## src/design/gcac_pkg.sv

```systemverilog
// shared types, register codes and constants of the grow climate actuator controller
package gcac_pkg;

    // configuration write channel
    localparam int CFG_IDX_W  = 4;
    localparam int CFG_DATA_W = 16;

    // register indexes
    localparam logic [CFG_IDX_W-1:0] REG_WATER_LIMIT     = 4'd0;
    localparam logic [CFG_IDX_W-1:0] REG_WATERING_MS     = 4'd1;
    localparam logic [CFG_IDX_W-1:0] REG_SUNNY_HOURS     = 4'd2;
    localparam logic [CFG_IDX_W-1:0] REG_LUX_THRESH      = 4'd3;
    localparam logic [CFG_IDX_W-1:0] REG_IDEAL_AIR_TEMP  = 4'd4;
    localparam logic [CFG_IDX_W-1:0] REG_IDEAL_HUMIDITY  = 4'd5;
    localparam logic [CFG_IDX_W-1:0] REG_IDEAL_SOIL_TEMP = 4'd6;
    localparam logic [CFG_IDX_W-1:0] REG_TEMP_BAND       = 4'd7;

    // register reset values
    localparam logic [6:0]         RST_WATER_LIMIT     = 7'd30;
    localparam logic [15:0]        RST_WATERING_MS     = 16'd2000;
    localparam logic [4:0]         RST_SUNNY_HOURS     = 5'd12;
    localparam logic [15:0]        RST_LUX_THRESH      = 16'd1000;
    localparam logic signed [10:0] RST_IDEAL_AIR_TEMP  = 11'sd220;
    localparam logic [9:0]         RST_IDEAL_HUMIDITY  = 10'd600;
    localparam logic signed [10:0] RST_IDEAL_SOIL_TEMP = 11'sd200;
    localparam logic [7:0]         RST_TEMP_BAND       = 8'd20;

    // fixed constants of the rules
    localparam int LIGHT_NOON = 12;
    localparam int MS_PER_S   = 1000;

    // actuator slots of the last-toggle table
    localparam logic [1:0] ACT_PUMP  = 2'd0;
    localparam logic [1:0] ACT_LIGHT = 2'd1;
    localparam logic [1:0] ACT_FAN   = 2'd2;
    localparam logic [1:0] ACT_PAD   = 2'd3;
    localparam int         ACT_NUM   = 4;

    typedef struct packed {
        logic [6:0]         water_limit;
        logic [15:0]        watering_ms;
        logic [4:0]         sunny_hours;
        logic [15:0]        lux_thresh;
        logic signed [10:0] ideal_air_temp;
        logic [9:0]         ideal_humidity;
        logic signed [10:0] ideal_soil_temp;
        logic [7:0]         temp_band;
    } cfg_t;

    typedef struct packed {
        logic [31:0]        now_ms;
        logic [4:0]         hour_of_day;
        logic [6:0]         soil_moisture;
        logic [15:0]        light_lux;
        logic signed [10:0] air_temp;
        logic [9:0]         air_humidity;
        logic signed [10:0] soil_temp;
    } sample_t;

    typedef struct packed {
        logic pump;
        logic light;
        logic fan;
        logic pad;
    } drive_t;

endpackage

```

## src/design/gcac_channels.sv

```systemverilog
// valid/ready channel interfaces for samples, results and configuration writes
interface gcac_sample_if;
    logic               valid;
    logic               ready;
    logic [31:0]        now_ms;
    logic [4:0]         hour_of_day;
    logic [6:0]         soil_moisture;
    logic [15:0]        light_lux;
    logic signed [10:0] air_temp;
    logic [9:0]         air_humidity;
    logic signed [10:0] soil_temp;

    modport source (
        output valid, now_ms, hour_of_day, soil_moisture, light_lux,
               air_temp, air_humidity, soil_temp,
        input  ready
    );
    modport sink (
        input  valid, now_ms, hour_of_day, soil_moisture, light_lux,
               air_temp, air_humidity, soil_temp,
        output ready
    );
endinterface

interface gcac_result_if;
    logic valid;
    logic ready;
    logic pump_drive;
    logic light_drive;
    logic fan_drive;
    logic pad_drive;

    modport source (
        output valid, pump_drive, light_drive, fan_drive, pad_drive,
        input  ready
    );
    modport sink (
        input  valid, pump_drive, light_drive, fan_drive, pad_drive,
        output ready
    );
endinterface

interface gcac_cfg_if;
    logic        valid;
    logic        ready;
    logic [3:0]  index;
    logic [15:0] data;

    modport source (
        output valid, index, data,
        input  ready
    );
    modport sink (
        input  valid, index, data,
        output ready
    );
endinterface

```

## src/design/gcac_cfg_regs.sv

```systemverilog
// configuration register file fed by the write channel
module gcac_cfg_regs (
    input  logic         clk,
    input  logic         rst_n,
    gcac_cfg_if.sink     cfg,
    output gcac_pkg::cfg_t regs
);
    import gcac_pkg::*;

    cfg_t regs_reg;
    cfg_t regs_next;

    assign cfg.ready = 1'b1;
    assign regs      = regs_reg;

    always_comb
    begin
        regs_next = regs_reg;
        if (cfg.valid)
        begin
            unique case (cfg.index)
                REG_WATER_LIMIT:     regs_next.water_limit     = cfg.data[6:0];
                REG_WATERING_MS:     regs_next.watering_ms     = cfg.data;
                REG_SUNNY_HOURS:     regs_next.sunny_hours     = cfg.data[4:0];
                REG_LUX_THRESH:      regs_next.lux_thresh      = cfg.data;
                REG_IDEAL_AIR_TEMP:  regs_next.ideal_air_temp  = $signed(cfg.data[10:0]);
                REG_IDEAL_HUMIDITY:  regs_next.ideal_humidity  = cfg.data[9:0];
                REG_IDEAL_SOIL_TEMP: regs_next.ideal_soil_temp = $signed(cfg.data[10:0]);
                REG_TEMP_BAND:       regs_next.temp_band       = cfg.data[7:0];
                default:             regs_next = regs_reg;
            endcase
        end
    end

    always_ff @(posedge clk or negedge rst_n)
    begin
        if (!rst_n)
        begin
            regs_reg.water_limit     <= RST_WATER_LIMIT;
            regs_reg.watering_ms     <= RST_WATERING_MS;
            regs_reg.sunny_hours     <= RST_SUNNY_HOURS;
            regs_reg.lux_thresh      <= RST_LUX_THRESH;
            regs_reg.ideal_air_temp  <= RST_IDEAL_AIR_TEMP;
            regs_reg.ideal_humidity  <= RST_IDEAL_HUMIDITY;
            regs_reg.ideal_soil_temp <= RST_IDEAL_SOIL_TEMP;
            regs_reg.temp_band       <= RST_TEMP_BAND;
        end
        else
        begin
            regs_reg <= regs_next;
        end
    end

endmodule

```

## src/design/gcac_rules.sv

```systemverilog
// actuator state and the per-sample switching rules
module gcac_rules #(
    parameter int PUMP_WAIT_S   = 60,
    parameter int LIGHT_WAIT_S  = 60,
    parameter int FAN_WAIT_S    = 60,
    parameter int PAD_WAIT_S    = 60,
    parameter int HUMIDITY_BAND = 50
) (
    input  logic              clk,
    input  logic              rst_n,
    input  gcac_pkg::cfg_t    cfg,
    input  gcac_pkg::sample_t smp,
    input  logic              step,
    output gcac_pkg::drive_t  drive_next
);
    import gcac_pkg::*;

    localparam logic [31:0] PUMP_WAIT_MS  = 32'(PUMP_WAIT_S * MS_PER_S);
    localparam logic [31:0] LIGHT_WAIT_MS = 32'(LIGHT_WAIT_S * MS_PER_S);
    localparam logic [31:0] FAN_WAIT_MS   = 32'(FAN_WAIT_S * MS_PER_S);
    localparam logic [31:0] PAD_WAIT_MS   = 32'(PAD_WAIT_S * MS_PER_S);
    localparam logic [11:0] HUM_BAND      = 12'(HUMIDITY_BAND);
    localparam logic signed [6:0] NOON    = 7'(LIGHT_NOON);

    drive_t      on_reg;
    drive_t      on_next;
    logic [31:0] run_start_reg;
    logic [31:0] last_toggle_reg [ACT_NUM];

    // wait checks, differences wrap
    logic [31:0] pump_waited, light_waited, fan_waited, pad_waited, run_time;
    logic        pump_can, light_can, fan_can, pad_can;

    logic        want_water, light_enough, sunny;
    logic signed [6:0]  win_start, win_end, hour_s;
    logic signed [12:0] band_s, air_s, soil_s, ideal_air_s, ideal_soil_s;
    logic               air_hot, air_cold, soil_hot, soil_cold, humid, dry_enough;
    logic               pump_tgl, light_tgl, fan_tgl, pad_tgl;

    always_comb
    begin
        pump_waited  = smp.now_ms - last_toggle_reg[ACT_PUMP];
        light_waited = smp.now_ms - last_toggle_reg[ACT_LIGHT];
        fan_waited   = smp.now_ms - last_toggle_reg[ACT_FAN];
        pad_waited   = smp.now_ms - last_toggle_reg[ACT_PAD];
        run_time     = smp.now_ms - run_start_reg;
        pump_can     = pump_waited >= PUMP_WAIT_MS;
        light_can    = light_waited >= LIGHT_WAIT_MS;
        fan_can      = fan_waited >= FAN_WAIT_MS;
        pad_can      = pad_waited >= PAD_WAIT_MS;

        // pump: timed run or soil wet enough stops it
        want_water = smp.soil_moisture < cfg.water_limit;
        pump_tgl   = on_reg.pump
                   ? ((run_time >= {16'd0, cfg.watering_ms}) || !want_water)
                   : (want_water && pump_can);

        // light: window centered on noon, may start below zero
        win_start    = NOON - $signed({3'b000, cfg.sunny_hours[4:1]});
        win_end      = win_start + $signed({2'b00, cfg.sunny_hours});
        hour_s       = $signed({2'b00, smp.hour_of_day});
        sunny        = (hour_s >= win_start) && (hour_s < win_end);
        light_enough = smp.light_lux > cfg.lux_thresh;
        light_tgl    = on_reg.light
                     ? ((light_enough && light_can) || !sunny)
                     : (!light_enough && sunny && light_can);

        // fan and pad temperature bands
        band_s       = $signed({5'b00000, cfg.temp_band});
        air_s        = $signed({{2{smp.air_temp[10]}}, smp.air_temp});
        soil_s       = $signed({{2{smp.soil_temp[10]}}, smp.soil_temp});
        ideal_air_s  = $signed({{2{cfg.ideal_air_temp[10]}}, cfg.ideal_air_temp});
        ideal_soil_s = $signed({{2{cfg.ideal_soil_temp[10]}}, cfg.ideal_soil_temp});
        air_hot      = air_s > (ideal_air_s + band_s);
        air_cold     = air_s < (ideal_air_s - band_s);
        soil_hot     = soil_s > (ideal_soil_s + band_s);
        soil_cold    = soil_s < (ideal_soil_s - band_s);
        humid        = {2'b00, smp.air_humidity} > ({2'b00, cfg.ideal_humidity} + HUM_BAND);
        dry_enough   = smp.air_humidity <= cfg.ideal_humidity;

        fan_tgl = fan_can && (on_reg.fan ? (air_cold && dry_enough) : (air_hot || humid));
        pad_tgl = pad_can && (on_reg.pad ? soil_hot : soil_cold);

        on_next.pump  = on_reg.pump ^ pump_tgl;
        on_next.light = on_reg.light ^ light_tgl;
        on_next.fan   = on_reg.fan ^ fan_tgl;
        on_next.pad   = on_reg.pad ^ pad_tgl;
    end

    assign drive_next = on_next;

    always_ff @(posedge clk or negedge rst_n)
    begin
        if (!rst_n)
        begin
            on_reg        <= '0;
            run_start_reg <= '0;
            for (int i = 0; i < ACT_NUM; i++)
            begin
                last_toggle_reg[i] <= '0;
            end
        end
        else if (step)
        begin
            on_reg <= on_next;
            if (pump_tgl)
            begin
                last_toggle_reg[ACT_PUMP] <= smp.now_ms;
                if (!on_reg.pump)
                begin
                    run_start_reg <= smp.now_ms;
                end
            end
            if (light_tgl)
            begin
                last_toggle_reg[ACT_LIGHT] <= smp.now_ms;
            end
            if (fan_tgl)
            begin
                last_toggle_reg[ACT_FAN] <= smp.now_ms;
            end
            if (pad_tgl)
            begin
                last_toggle_reg[ACT_PAD] <= smp.now_ms;
            end
        end
    end

endmodule

```

## src/design/grow_climate_actuator_controller.sv

```systemverilog
// top level of the grow climate actuator controller
// One sample word per clock, back to back, as long as the result side keeps
// taking results: a sample is captured in an input register, the rules settle
// combinationally against the actuator state, and the four drive flags land in
// a result register, whose valid rises when the held sample moves on. The
// actuator state registers update once for each sample that moves on.
// The result register and the input register act as a skid pair, so a new
// sample is still taken while a finished result waits to be taken; sample
// ready drops only when both registers are full and the result is stalled.
// Configuration writes are always taken (cfg ready tied high) and should be
// issued only while no sample is in flight. Unknown register indexes are
// ignored. No clearing pass after reset.
module grow_climate_actuator_controller #(
    parameter int PUMP_WAIT_S   = 60,
    parameter int LIGHT_WAIT_S  = 60,
    parameter int FAN_WAIT_S    = 60,
    parameter int PAD_WAIT_S    = 60,
    parameter int HUMIDITY_BAND = 50
) (
    input  logic           clk,
    input  logic           rst_n,
    gcac_sample_if.sink    sample,
    gcac_result_if.source  result,
    gcac_cfg_if.sink       cfg
);
    import gcac_pkg::*;

    // configuration registers
    cfg_t    cfg_regs;

    // input stage
    logic    in_valid_reg;
    logic    in_valid_next;
    sample_t in_word_reg;
    logic    in_fire;
    logic    step;

    // result stage
    logic    res_valid_reg;
    logic    res_valid_next;
    drive_t  drive_reg;
    drive_t  drive_next;

    gcac_cfg_regs u_cfg_regs (
        .clk  (clk),
        .rst_n(rst_n),
        .cfg  (cfg),
        .regs (cfg_regs)
    );

    gcac_rules #(
        .PUMP_WAIT_S  (PUMP_WAIT_S),
        .LIGHT_WAIT_S (LIGHT_WAIT_S),
        .FAN_WAIT_S   (FAN_WAIT_S),
        .PAD_WAIT_S   (PAD_WAIT_S),
        .HUMIDITY_BAND(HUMIDITY_BAND)
    ) u_rules (
        .clk       (clk),
        .rst_n     (rst_n),
        .cfg       (cfg_regs),
        .smp       (in_word_reg),
        .step      (step),
        .drive_next(drive_next)
    );

    // the held sample moves on whenever the result register is free or draining
    assign step         = in_valid_reg && (!res_valid_reg || result.ready);
    assign sample.ready = !in_valid_reg || step;
    assign in_fire      = sample.valid && sample.ready;

    always_comb
    begin
        in_valid_next = in_fire ? 1'b1 : (step ? 1'b0 : in_valid_reg);
        if (step)
        begin
            res_valid_next = 1'b1;
        end
        else if (result.ready)
        begin
            res_valid_next = 1'b0;
        end
        else
        begin
            res_valid_next = res_valid_reg;
        end
    end

    always_ff @(posedge clk or negedge rst_n)
    begin
        if (!rst_n)
        begin
            in_valid_reg  <= 1'b0;
            res_valid_reg <= 1'b0;
        end
        else
        begin
            in_valid_reg  <= in_valid_next;
            res_valid_reg <= res_valid_next;
        end
    end

    // payload registers, no reset needed
    always_ff @(posedge clk)
    begin
        if (in_fire)
        begin
            in_word_reg.now_ms        <= sample.now_ms;
            in_word_reg.hour_of_day   <= sample.hour_of_day;
            in_word_reg.soil_moisture <= sample.soil_moisture;
            in_word_reg.light_lux     <= sample.light_lux;
            in_word_reg.air_temp      <= sample.air_temp;
            in_word_reg.air_humidity  <= sample.air_humidity;
            in_word_reg.soil_temp     <= sample.soil_temp;
        end
        if (step)
        begin
            drive_reg <= drive_next;
        end
    end

    assign result.valid       = res_valid_reg;
    assign result.pump_drive  = drive_reg.pump;
    assign result.light_drive = drive_reg.light;
    assign result.fan_drive   = drive_reg.fan;
    assign result.pad_drive   = drive_reg.pad;

endmodule

```

## src/flat_wrapper.sv

```systemverilog
// flat-port wrapper written by rule: the top's interface ports become plain ports
module grow_climate_actuator_controller_flat import gcac_pkg::*;
#(
    parameter int PUMP_WAIT_S   = 60,
    parameter int LIGHT_WAIT_S  = 60,
    parameter int FAN_WAIT_S    = 60,
    parameter int PAD_WAIT_S    = 60,
    parameter int HUMIDITY_BAND = 50
)
  (clk, rst_n, sample_valid, sample_now_ms, sample_hour_of_day, sample_soil_moisture, sample_light_lux, sample_air_temp, sample_air_humidity, sample_soil_temp, sample_ready, result_valid, result_pump_drive, result_light_drive, result_fan_drive, result_pad_drive, result_ready, cfg_valid, cfg_index, cfg_data, cfg_ready);
  gcac_sample_if sample_i ();
  gcac_result_if result_i ();
  gcac_cfg_if cfg_i ();
  input  logic clk;
  input  logic rst_n;
  input wire logic [$bits(sample_i.valid)-1:0] sample_valid;
  input wire logic [$bits(sample_i.now_ms)-1:0] sample_now_ms;
  input wire logic [$bits(sample_i.hour_of_day)-1:0] sample_hour_of_day;
  input wire logic [$bits(sample_i.soil_moisture)-1:0] sample_soil_moisture;
  input wire logic [$bits(sample_i.light_lux)-1:0] sample_light_lux;
  input wire logic [$bits(sample_i.air_temp)-1:0] sample_air_temp;
  input wire logic [$bits(sample_i.air_humidity)-1:0] sample_air_humidity;
  input wire logic [$bits(sample_i.soil_temp)-1:0] sample_soil_temp;
  output wire logic [$bits(sample_i.ready)-1:0] sample_ready;
  output wire logic [$bits(result_i.valid)-1:0] result_valid;
  output wire logic [$bits(result_i.pump_drive)-1:0] result_pump_drive;
  output wire logic [$bits(result_i.light_drive)-1:0] result_light_drive;
  output wire logic [$bits(result_i.fan_drive)-1:0] result_fan_drive;
  output wire logic [$bits(result_i.pad_drive)-1:0] result_pad_drive;
  input wire logic [$bits(result_i.ready)-1:0] result_ready;
  input wire logic [$bits(cfg_i.valid)-1:0] cfg_valid;
  input wire logic [$bits(cfg_i.index)-1:0] cfg_index;
  input wire logic [$bits(cfg_i.data)-1:0] cfg_data;
  output wire logic [$bits(cfg_i.ready)-1:0] cfg_ready;
  assign sample_i.valid = sample_valid;
  assign sample_i.now_ms = sample_now_ms;
  assign sample_i.hour_of_day = sample_hour_of_day;
  assign sample_i.soil_moisture = sample_soil_moisture;
  assign sample_i.light_lux = sample_light_lux;
  assign sample_i.air_temp = sample_air_temp;
  assign sample_i.air_humidity = sample_air_humidity;
  assign sample_i.soil_temp = sample_soil_temp;
  assign sample_ready = sample_i.ready;
  assign result_valid = result_i.valid;
  assign result_pump_drive = result_i.pump_drive;
  assign result_light_drive = result_i.light_drive;
  assign result_fan_drive = result_i.fan_drive;
  assign result_pad_drive = result_i.pad_drive;
  assign result_i.ready = result_ready;
  assign cfg_i.valid = cfg_valid;
  assign cfg_i.index = cfg_index;
  assign cfg_i.data = cfg_data;
  assign cfg_ready = cfg_i.ready;
  grow_climate_actuator_controller #(.PUMP_WAIT_S(PUMP_WAIT_S), .LIGHT_WAIT_S(LIGHT_WAIT_S), .FAN_WAIT_S(FAN_WAIT_S), .PAD_WAIT_S(PAD_WAIT_S), .HUMIDITY_BAND(HUMIDITY_BAND)) u_core (.clk(clk), .rst_n(rst_n), .sample(sample_i), .result(result_i), .cfg(cfg_i));
endmodule
```

## config.mk

```make
export PLATFORM = sky130hd
export DESIGN_NAME = grow_climate_actuator_controller_flat
export DESIGN_NICKNAME = d
export VERILOG_FILES = /design/src/design/gcac_pkg.sv /design/src/design/gcac_channels.sv /design/src/design/gcac_cfg_regs.sv /design/src/design/gcac_rules.sv /design/src/design/grow_climate_actuator_controller.sv /design/src/flat_wrapper.sv
export SDC_FILE = /design/constraint.sdc
export NUM_CORES = 1
export LEC_CHECK = 0
export BUFFER_PORTS_ARGS = -buffer_cell sky130_fd_sc_hd__clkbuf_2
export CELL_PAD_IN_SITES_DETAIL_PLACEMENT = 1
export CELL_PAD_IN_SITES_GLOBAL_PLACEMENT = 2
export CORE_UTILIZATION = 35
export DETAILED_ROUTE_END_ITERATION = 8
export HOLD_SLACK_MARGIN = 0.12
export PLACE_DENSITY_LB_ADDON = 0.25
export SLEW_MARGIN = 15
export SYNTH_ARGS = -nofsm -noshare
export SYNTH_HDL_FRONTEND = slang
export SYNTH_SLANG_ARGS = --single-unit
```

## constraint.sdc

```tcl
create_clock -name clk -period 8.6 [get_ports clk]
set_clock_uncertainty 0.2 [all_clocks]
set_input_delay 0.86 -clock clk [delete_from_list [all_inputs] [get_ports clk]]
set_output_delay 0.86 -clock clk [all_outputs]
set_load 0.02 [all_outputs]
```

==> results of run 1 <==
-- metrics by stage --
step                utilization [%]  instance area [um^2]  hold WS [ns]
floorplan                         -                 26700         0.257
global placement               37.8                 28300         0.267
detailed placement             37.8                 28300         0.275
CTS                            39.9                 29900         0.135
global route                   39.9                 29900         0.172
finish                         39.9                 29900        0.0683
-- cell families after synthesis --
kind of cell | Yosys count | synth area share [%]
mux | 205 | 8.72
simple gates | 682 | 12.4
xor+xnor | 139 | 4.56
other cells | 1 | 0.0141
compound gates | 787 | 19.1
buf+inv | 377 | 5.76
fa+ha+maj | 315 | 15.0
flops | 346 | 34.4
-- critical path, delay by kind of cell (launching register included) --
family                     cells  cell delay (ns)
AOI/OAI and AO/OA             11             2.22
adders and majority gates      2             0.58
buffers and inverters          3             0.41
DFF                            1             0.44
muxes                          1             0.42
and+or+nand+nor                5             1.60
-- path summary, 6_finish.rpt --
check / startpoint / end / cells after the start
max: u_core.u_cfg_regs.regs[1]$_DFFE_PN0P_ / u_core.u_rules.last_toggle_reg[27]$_DFFE_PN0P_ / 22
min: rst_n / u_core.u_rules.last_toggle_reg[30]$_DFFE_PN0P_ / 1
max in group asynchronous: rst_n / u_core.u_rules.last_toggle_reg[75]$_DFFE_PN0P_ / 2
max reg2reg: u_core.u_cfg_regs.regs[1]$_DFFE_PN0P_ / u_core.u_rules.last_toggle_reg[27]$_DFFE_PN0P_ / 22
min reg2reg: u_core.u_rules.last_toggle_reg[58]$_DFFE_PN0P_ / u_core.u_rules.last_toggle_reg[58]$_DFFE_PN0P_ / 1
min in group clk: sample_now_ms[19] / u_core.in_word_reg[79]$_DFFE_PP_ / 1
-- metal layers --
metal  track usage, %  routed length [um]  up-vias
met5                0                   0        -
met4             6.15                2180        0
met3             2.01                1870      108
met2             38.0               40800      265
met1             25.6               35600    10800
li1                 -                   -    10500
-- area by class of cell --
| cell class | instances | share of cell area [%] |
|---|---|---|
| Antenna cell | 1 | 0.00837 |
| Clock buffer | 63 | 4.30 |
| Clock inverter | 21 | 0.871 |
| Inverter | 287 | 3.60 |
| Multi-Input combinational cell | 2129 | 53.5 |
| Sequential cell | 346 | 30.7 |
| Tap cell | 969 | 4.06 |
| Timing Repair Buffer | 155 | 2.95 |
-- synth_stat cells, drive strengths merged, types with 38 or more instances --
| library cell | instances | share of area, % |
|---|---|---|
| ha | 306 | 14 |
| inv | 287 | 4.0 |
| nand2 | 236 | 3.3 |
| a21oi | 220 | 4.2 |
| dfrtp | 218 | 20 |
| o21ai | 195 | 3.7 |
| mux2 | 185 | 8.0 |
| nor2 | 165 | 2.3 |
| xnor2 | 100 | 3.3 |
| edfxtp | 96 | 11 |
| a21o | 74 | 2.1 |
| clkbuf | 58 | 0.82 |
| nand3 | 53 | 0.99 |
| nand4 | 44 | 1.0 |
| o21a | 42 | 1.2 |
| xor2 | 39 | 1.3 |
| a31oi | 38 | 0.91 |
-- where the power goes --
group	switching [mW]	internal, mW	total [mW]	leakage [nW]
Combinational	3.93	2.84	6.77	8.71
Clock	0.783	1.20	1.98	0.760
Sequential	0.300	2.26	2.56	3.86
==> summary.json, run 1 <==
{
  "cts_hold_buffers": 0,
  "clock_sinks": 346,
  "fmaxAchievable_ghz": 0.166,
  "synth_cell_types": 100,
  "synth_async_sr_flop_share_pct": 72.3,
  "rows": 100,
  "seqCellArea_um2": 9180,
  "clockBufferDepth": 3,
  "die_width_um": 278,
  "max-vdd-ir-drop_mv": 0.171,
  "post_synthesis_net_count": 3284,
  "crit_required_ns": 8.86,
  "hold_viol_final": 0,
  "grt_start_max_net_pins": 155,
  "area_growth_syn_to_layout_pct": 12.1,
  "synth-edff-count": 96,
  "totalPowerFinal_mw": 11.3,
  "avgViaCountPerCell": 5.46,
  "report.final.setup_viol": 0,
  "grt_pass1_wl_um": 129000,
  "largest_reg_flops": 128,
  "cts_post_setup_buffers_inserted": 0,
  "postLayoutSetupSlackWorst_ns": 2.57,
  "synth_area_um2": 26700,
  "fin_setup_tns_ns": 0,
  "maxSlewHeadroom_pct": 27.7,
  "clk_pin_slew_ns": 0.08,
  "n_fill_cell": 8541,
  "power.density_nw_per_um2": 378,
  "multi_input_comb_area_um2": 16000,
  "non_filler_cells_in_the_finished_layout": 3971,
  "leakagePower_nw": 13.3,
  "floorplan.initialDensity_pct": 35.6,
  "critical_path.cell_chain": "inv_1, ha_1, inv_1, nor2_1, o21ai_0, a21oi_1, o21ai_0, a21oi_1, o21ai_0, nand2_1, a211oi_1, a21oi_1, ha_1, inv_1, or3_1, or2_2, o221ai_1, a21oi_1, a211oi_1, o41ai_4, nor2_4, mux2_2",
  "synth_sequential_area_ratio_pct": 34.4,
  "drv_slew": 0,
  "ant_nets": 0,
  "finalCritPeriodShare_pct": 70.2,
  "timing.max_cap.violations": 0,
  "yosys_register_bits": 346,
  "dr_total_vias": 21700,
  "crit_path_top_delay_cell": "nor2_4",
  "critical-path-top-cell-by-count": "a21oi_1",
  "die_height_um": 278,
  "die_area_um2": 77300,
  "detailedRoute.firstPassIterationCount": 5,
  "reg2reg_setup_slack_ns": 2.57,
  "grt_overflow_total": 0,
  "worst-slew-pin-transition_ns": 1.08,
  "ctsHtreeMaxLevel": 2,
  "postCtsResizedCells": 0,
  "outcome": "finished, final reports clean",
  "leading_cell_type_in_the_layout_fill_and_taps_excluded": "ha_1",
  "grtUsageTotal_pct": 20.8,
  "first_global_vias": 23300,
  "netlist_instances": 2852,
  "place_congestion": 0.878,
  "dp_hpwl_um": 63100,
  "synthesis.yosys.warnings": 0,
  "drc_errors": 0,
  "fp.coreArea_um2": 74900,
  "worst_setup_path_end_kind": "flip-flop",
  "numCtsBuffers": 45,
  "post_synth.cell_area_avg_um2": 9.35,
  "finalNetCount": 3396,
  "period_minus_slack_ns": 6.03,
  "buffer_ports.inserted": 122,
  "hold_class": "in -> async",
  "rsz0062_at_grt": "false",
  "crit_path_max_fanout": 33,
  "pre_cts_ws_ns": 2.55,
  "setup.worst_path.start_class": "flip-flop",
  "ys.flop_type": "dfrtp_1",
  "mostFrequentLayoutCells": "ha_1, inv_1, nand2_1, dfrtp_1, a21oi_1",
  "tritoncts": "done",
  "timing.critical_path.slowest_cell_delay_ns": 0.84,
  "path_class": "reg -> reg",
  "finalWirelength_um": 80400,
  "insertion_delay_ns": 0.59,
  "cp.arrival_ns": 6.29,
  "num_io_pins": 124,
  "post-place-cells": 3886,
  "clockRootBuffer": "clkbuf_16",
  "antenna_found_initial": 3,
  "detail_route.iter0.violations": 913,
  "share_of_cells_above_drive_strength_1_pct": 15.8,
  "detail_route.wl_per_cell_um": 20.2
}
Note: power is estimated with default switching activity, not from simulation.
==> run 2: changes to the inputs <==
Clock period 8.6 ns to 5.74 ns, I/O delays scaled along.
==> summary.json, run 2 (synthesized netlist as in run 1, its figures left out) <==
{
  "outcome": "finished, final reports clean",
  "avgViaCountPerCell": 5.43,
  "clock_sinks": 346,
  "critical_path.startpoint": "u_core.u_cfg_regs.regs[0]$_DFFE_PN0P_",
  "insertion_delay_ns": 0.59,
  "max-vdd-ir-drop_mv": 0.250,
  "die_width_um": 278,
  "grt_pass1_wl_um": 135000,
  "worst_hold_slack_ns": 0.134,
  "leading_cell_type_in_the_layout_fill_and_taps_excluded": "ha_1",
  "cp.arrival_ns": 5.64,
  "floorplan.initialDensity_pct": 35.6,
  "critical_path.reg2reg.startpoint": "u_core.u_cfg_regs.regs[0]$_DFFE_PN0P_",
  "ant_nets": 0,
  "place_congestion": 0.850,
  "timing.max_cap.violations": 0,
  "buffer_ports.inserted": 122,
  "drc_errors": 0,
  "setup.worst_path.start_class": "flip-flop",
  "worst_setup_path_end_kind": "flip-flop",
  "largest_reg_flops": 128,
  "drv_slew": 0,
  "hold_viol_final": 0,
  "clk_pin_slew_ns": 0.06,
  "grtUsageTotal_pct": 21.9,
  "numCtsBuffers": 44,
  "hold_class": "in -> reg",
  "fmaxAchievable_ghz": 0.186,
  "maxSlewHeadroom_pct": 26.4,
  "instance_area_at_placement_um2": 28500,
  "worst_hold_startpoint": "sample_now_ms[8]",
  "first_global_vias": 23800,
  "mostFrequentLayoutCells": "ha_1, inv_1, nand2_1, dfrtp_1, a21oi_1",
  "detail_route.wl_per_cell_um": 20.8,
  "final_cell_area_um2": 31000,
  "finalCritPeriodShare_pct": 93.9,
  "share_of_cells_above_drive_strength_1_pct": 15.7,
  "rows": 100,
  "n_fill_cell": 8580,
  "grt_start_max_net_pins": 105,
  "path_class": "reg -> reg",
  "die_height_um": 278,
  "crit_required_ns": 5.98,
  "die_area_um2": 77300,
  "dr_total_vias": 22200,
  "period_minus_slack_ns": 5.39,
  "pre_cts_ws_ns": 0.197,
  "crit_path_max_fanout": 31,
  "detailedRoute.firstPassIterationCount": 4,
  "clockRootBuffer": "clkbuf_16",
  "finalNetCount": 3507,
  "clockBufferDepth": 3,
  "fp.coreArea_um2": 74900,
  "finalWirelength_um": 85000,
  "antennaDiodeCount": 0,
  "leakagePower_nw": 13.8,
  "num_io_pins": 124,
  "area_growth_syn_to_layout_pct": 16.2,
  "worst-slew-pin-transition_ns": 1.10,
  "tritoncts": "done",
  "dp_hpwl_um": 65500,
  "report.final.setup_viol": 0,
  "power.density_nw_per_um2": 550,
  "antenna_found_initial": 1,
  "ctsHtreeMaxLevel": 2,
  "postLayoutSetupSlackWorst_ns": 0.349,
  "detail_route.iter0.violations": 1015,
  "fin_setup_tns_ns": 0,
  "grt_overflow_total": 0,
  "reg2reg_setup_slack_ns": 0.35
}
==> run 2: changes by cell type in the layout (fill, tap and decap cells not counted), moves of 2 or more <==
| cell | change |
|---|---|
| bufinv_16 | -2 |
| clkinv_4 | -2 |
| buf_12 | +2 |
| clkbuf_8 | +3 |
| clkinv_2 | -2 |
| clkinv_1 | -3 |
| clkbuf_1 | +5 |
| buf_4 | +10 |
| dlygate4sd3_1 | +99 |
==> run 2: final timing paths <==
check,to,cells after the start
setup / recovery,u_core.u_rules.last_toggle_reg[27]$_DFFE_PN0P_,23
hold / removal,u_core.in_word_reg[68]$_DFFE_PP_,1
setup reg to reg,u_core.u_rules.last_toggle_reg[27]$_DFFE_PN0P_,23
hold reg to reg,u_core.u_rules.last_toggle_reg[46]$_DFFE_PN0P_,1
max in group asynchronous,u_core.u_rules.last_toggle_reg[58]$_DFFE_PN0P_,3
min in group asynchronous,u_core.u_rules.last_toggle_reg[30]$_DFFE_PN0P_,2
==> run 2: critical path, cell delays in order (launching register included) <==
cell and delay [ns]:
dfrtp_1 0.46, ha_1 0.21, inv_1 0.05, fa_1 0.41, a21oi_1 0.16, nor2_1 0.06, nor2_1 0.15, o21ai_0 0.11
a21oi_1 0.22, o21ai_0 0.11, a21oi_1 0.25, nor3b_1 0.30, xnor2_1 0.10, ha_1 0.17, or3_1 0.39, or2_2 0.30
o221ai_1 0.19, a21oi_1 0.07, a211oi_1 0.26, buf_4 0.19, o41ai_4 0.10, nor2_4 0.17, buf_12 0.24, mux2_2 0.37
==> run 2: layer usage <==
metal	routed length (um)	track usage [%]
met5	0	0
met4	2250	6.19
met3	2040	2.07
met2	43200	40.1
met1	37500	27.2
==> run 2: repair_timing <==
item,4_1_cts,5_1_grt
endpoints found under the setup margin,0,63
hold endpoints to repair,195,1
hold buffers,98,1
gates resized for setup,0,6
buffers inserted,0,1
==> run 2: metrics by stage <==
| stage | utilization, % | power (mW) | cells |
|---|---|---|---|
| floorplan | - | 11.5 | 2852 |
| global placement | 38.0 | 13.8 | 3897 |
| detailed placement | 38.0 | 14.1 | 3897 |
| CTS | 41.3 | 17.2 | 4077 |
| global route | 41.3 | 18.5 | 4080 |
| finish | 41.3 | 17.0 | 4080 |
==> run 2: layout make-up <==
class | instances | area, um^2 | share of cell area, %
multi-input combinational | 2130 | 16000 | 51.8
tap | 969 | 1210 | 3.91
timing repair buffer | 266 | 1990 | 6.41
inverter | 287 | 1080 | 3.49
clock buffer | 71 | 1350 | 4.34
clock inverter | 11 | 144 | 0.464
sequential | 346 | 9180 | 29.6
==> run 2: power breakdown <==
| part | total (mW) | internal (mW) | switching, mW |
|---|---|---|---|
| registers | 3.87 | 3.39 | 0.484 |
| clock network | 2.85 | 1.74 | 1.11 |
| logic | 10.3 | 4.35 | 5.96 |
==> run 3: changes to the inputs <==
Settings changed: REMOVE_ABC_BUFFERS from default to 1.
Clock period 5.74 ns to 5.1 ns, I/O delays scaled along.
==> summary.json, run 3 (synthesized netlist as in run 1, its figures left out) <==
{
  "rows": 100,
  "ctsHtreeMaxLevel": 2,
  "final_core_utilization_pct": 42.5,
  "report.final.setup_viol": 0,
  "path_class": "reg -> reg",
  "cp.arrival_ns": 5.21,
  "fmaxAchievable_ghz": 0.202,
  "n_fill_cell": 8517,
  "clk_pin_slew_ns": 0.06,
  "finalCritPeriodShare_pct": 97.1,
  "instance_area_at_placement_um2": 28800,
  "non_filler_cells_in_the_finished_layout": 4143,
  "dr_total_vias": 22300,
  "ant_nets": 0,
  "setup.worst_path.start_class": "flip-flop",
  "die_width_um": 278,
  "leading_cell_type_in_the_layout_fill_and_taps_excluded": "ha_1",
  "die_area_um2": 77300,
  "worst_setup_path_end_kind": "flip-flop",
  "floorplan.initialDensity_pct": 35.6,
  "antenna_found_initial": 0,
  "buffer_ports.inserted": 122,
  "hold_class": "in -> reg",
  "drv_slew": 0,
  "leakagePower_nw": 14.1,
  "postLayoutSetupSlackWorst_ns": 0.146,
  "tritoncts": "done",
  "dp_hpwl_um": 64400,
  "seqCellArea_um2": 9180,
  "numCtsBuffers": 44,
  "area_growth_syn_to_layout_pct": 19.3,
  "drc_errors": 0,
  "clockRootBuffer": "clkbuf_16",
  "hold_viol_final": 0,
  "crit_required_ns": 5.36,
  "grt_overflow_total": 0,
  "grt_pass1_wl_um": 133000,
  "crit_path_max_fanout": 32,
  "clock_sinks": 346,
  "fp.coreArea_um2": 74900,
  "maxSlewHeadroom_pct": 23.5,
  "avgViaCountPerCell": 5.39,
  "grtUsageTotal_pct": 21.7,
  "largest_reg_flops": 128,
  "totalPowerFinal_mw": 19.7,
  "pre_cts_ws_ns": -0.149,
  "insertion_delay_ns": 0.60,
  "detailedRoute.firstPassIterationCount": 5,
  "clockBufferDepth": 3,
  "worst-slew-pin-transition_ns": 1.14,
  "worst_hold_slack_ns": 0.149,
  "detail_route.iter0.violations": 763,
  "timing.max_cap.violations": 0,
  "post-place-cells": 3935,
  "grt_start_max_net_pins": 95,
  "power.density_nw_per_um2": 618,
  "final_cell_area_um2": 31800,
  "num_io_pins": 124,
  "fin_setup_tns_ns": 0,
  "mostFrequentLayoutCells": "ha_1, inv_1, nand2_1, dfrtp_1, a21oi_1",
  "finalWirelength_um": 85100,
  "place_congestion": 0.869,
  "max-vdd-ir-drop_mv": 0.296,
  "finalNetCount": 3569,
  "die_height_um": 278,
  "detail_route.wl_per_cell_um": 20.5,
  "outcome": "finished, final reports clean",
  "first_global_vias": 24200,
  "multi_input_comb_area_um2": 16300,
  "share_of_cells_above_drive_strength_1_pct": 18.5,
  "period_minus_slack_ns": 4.95
}
==> run 3: routing by layer <==
metal | GRT usage (%) | part of all wire, %
met5 | 0 | 0
met4 | 6.59 | 3.1
met3 | 2.12 | 2.4
met2 | 40.0 | 51
met1 | 26.3 | 44
==> run 3: critical path: stages (launching register included) <==
cell       delay [ns]
dfrtp_1          0.36
inv_1            0.07
ha_2             0.32
a21oi_1          0.18
o22ai_1          0.13
nor3_1           0.25
o21ai_2          0.10
a21o_1           0.20
a21oi_2          0.15
xnor2_1          0.16
ha_1             0.28
a21oi_1          0.15
nor2b_1          0.06
o21ai_1          0.13
o21ai_1          0.08
nor4_1           0.28
o2111ai_1        0.14
or4_1            0.43
nor4_2           0.34
buf_4            0.19
o21bai_4         0.07
buf_12           0.16
mux2_1           0.33
==> run 3: cell type report <==
type / count / area share (%)
inverters: 287 / 3.38
clock inverters: 21 / 0.574
flip-flops and latches: 346 / 28.8
well taps: 969 / 3.81
diodes: 1 / 0.00786
multi-input cells: 2129 / 51.1
clock buffers: 61 / 4.08
repair buffers: 329 / 8.23
==> run 3: path summary, 6_finish.rpt <==
| kind | startpoint | endpoint | slack (ns) | depth (start not counted) |
|---|---|---|---|---|
| min | cfg_data[2] | u_core.u_cfg_regs.regs[2]$_DFFE_PN1P_ | 0.15 | 3 |
| min in group asynchronous | rst_n | u_core.u_rules.last_toggle_reg[61]$_DFFE_PN0P_ | 0.33 | 2 |
| max reg2reg | u_core.u_rules.run_start_reg[6]$_DFFE_PN0P_ | u_core.u_rules.last_toggle_reg[101]$_DFFE_PN0P_ | 0.15 | 22 |
| min reg2reg | u_core.in_valid_reg$_DFFE_PN0P_ | u_core.result.valid$_DFFE_PN0P_ | 0.29 | 1 |
| max | u_core.u_rules.run_start_reg[6]$_DFFE_PN0P_ | u_core.u_rules.last_toggle_reg[101]$_DFFE_PN0P_ | 0.15 | 22 |
| max in group asynchronous | rst_n | u_core.u_rules.last_toggle_reg[103]$_DFFE_PN0P_ | 3.21 | 3 |
==> run 3: power breakdown <==
| group | internal (mW) | switching [mW] | total [mW] |
|---|---|---|---|
| registers | 3.81 | 0.541 | 4.35 |
| clock network | 1.88 | 1.30 | 3.18 |
| logic | 5.30 | 6.83 | 12.1 |
==> run 3: repair_timing <==
action / CTS / global route
pin swaps: 2 / 26
endpoints found under the setup margin: 34 / 98
setup buffers: 3 / 9
gates resized for setup: 6 / 63
gates cloned: 1 / 5
hold buffers: 107 / 0
hold endpoints to repair: 198 / 0
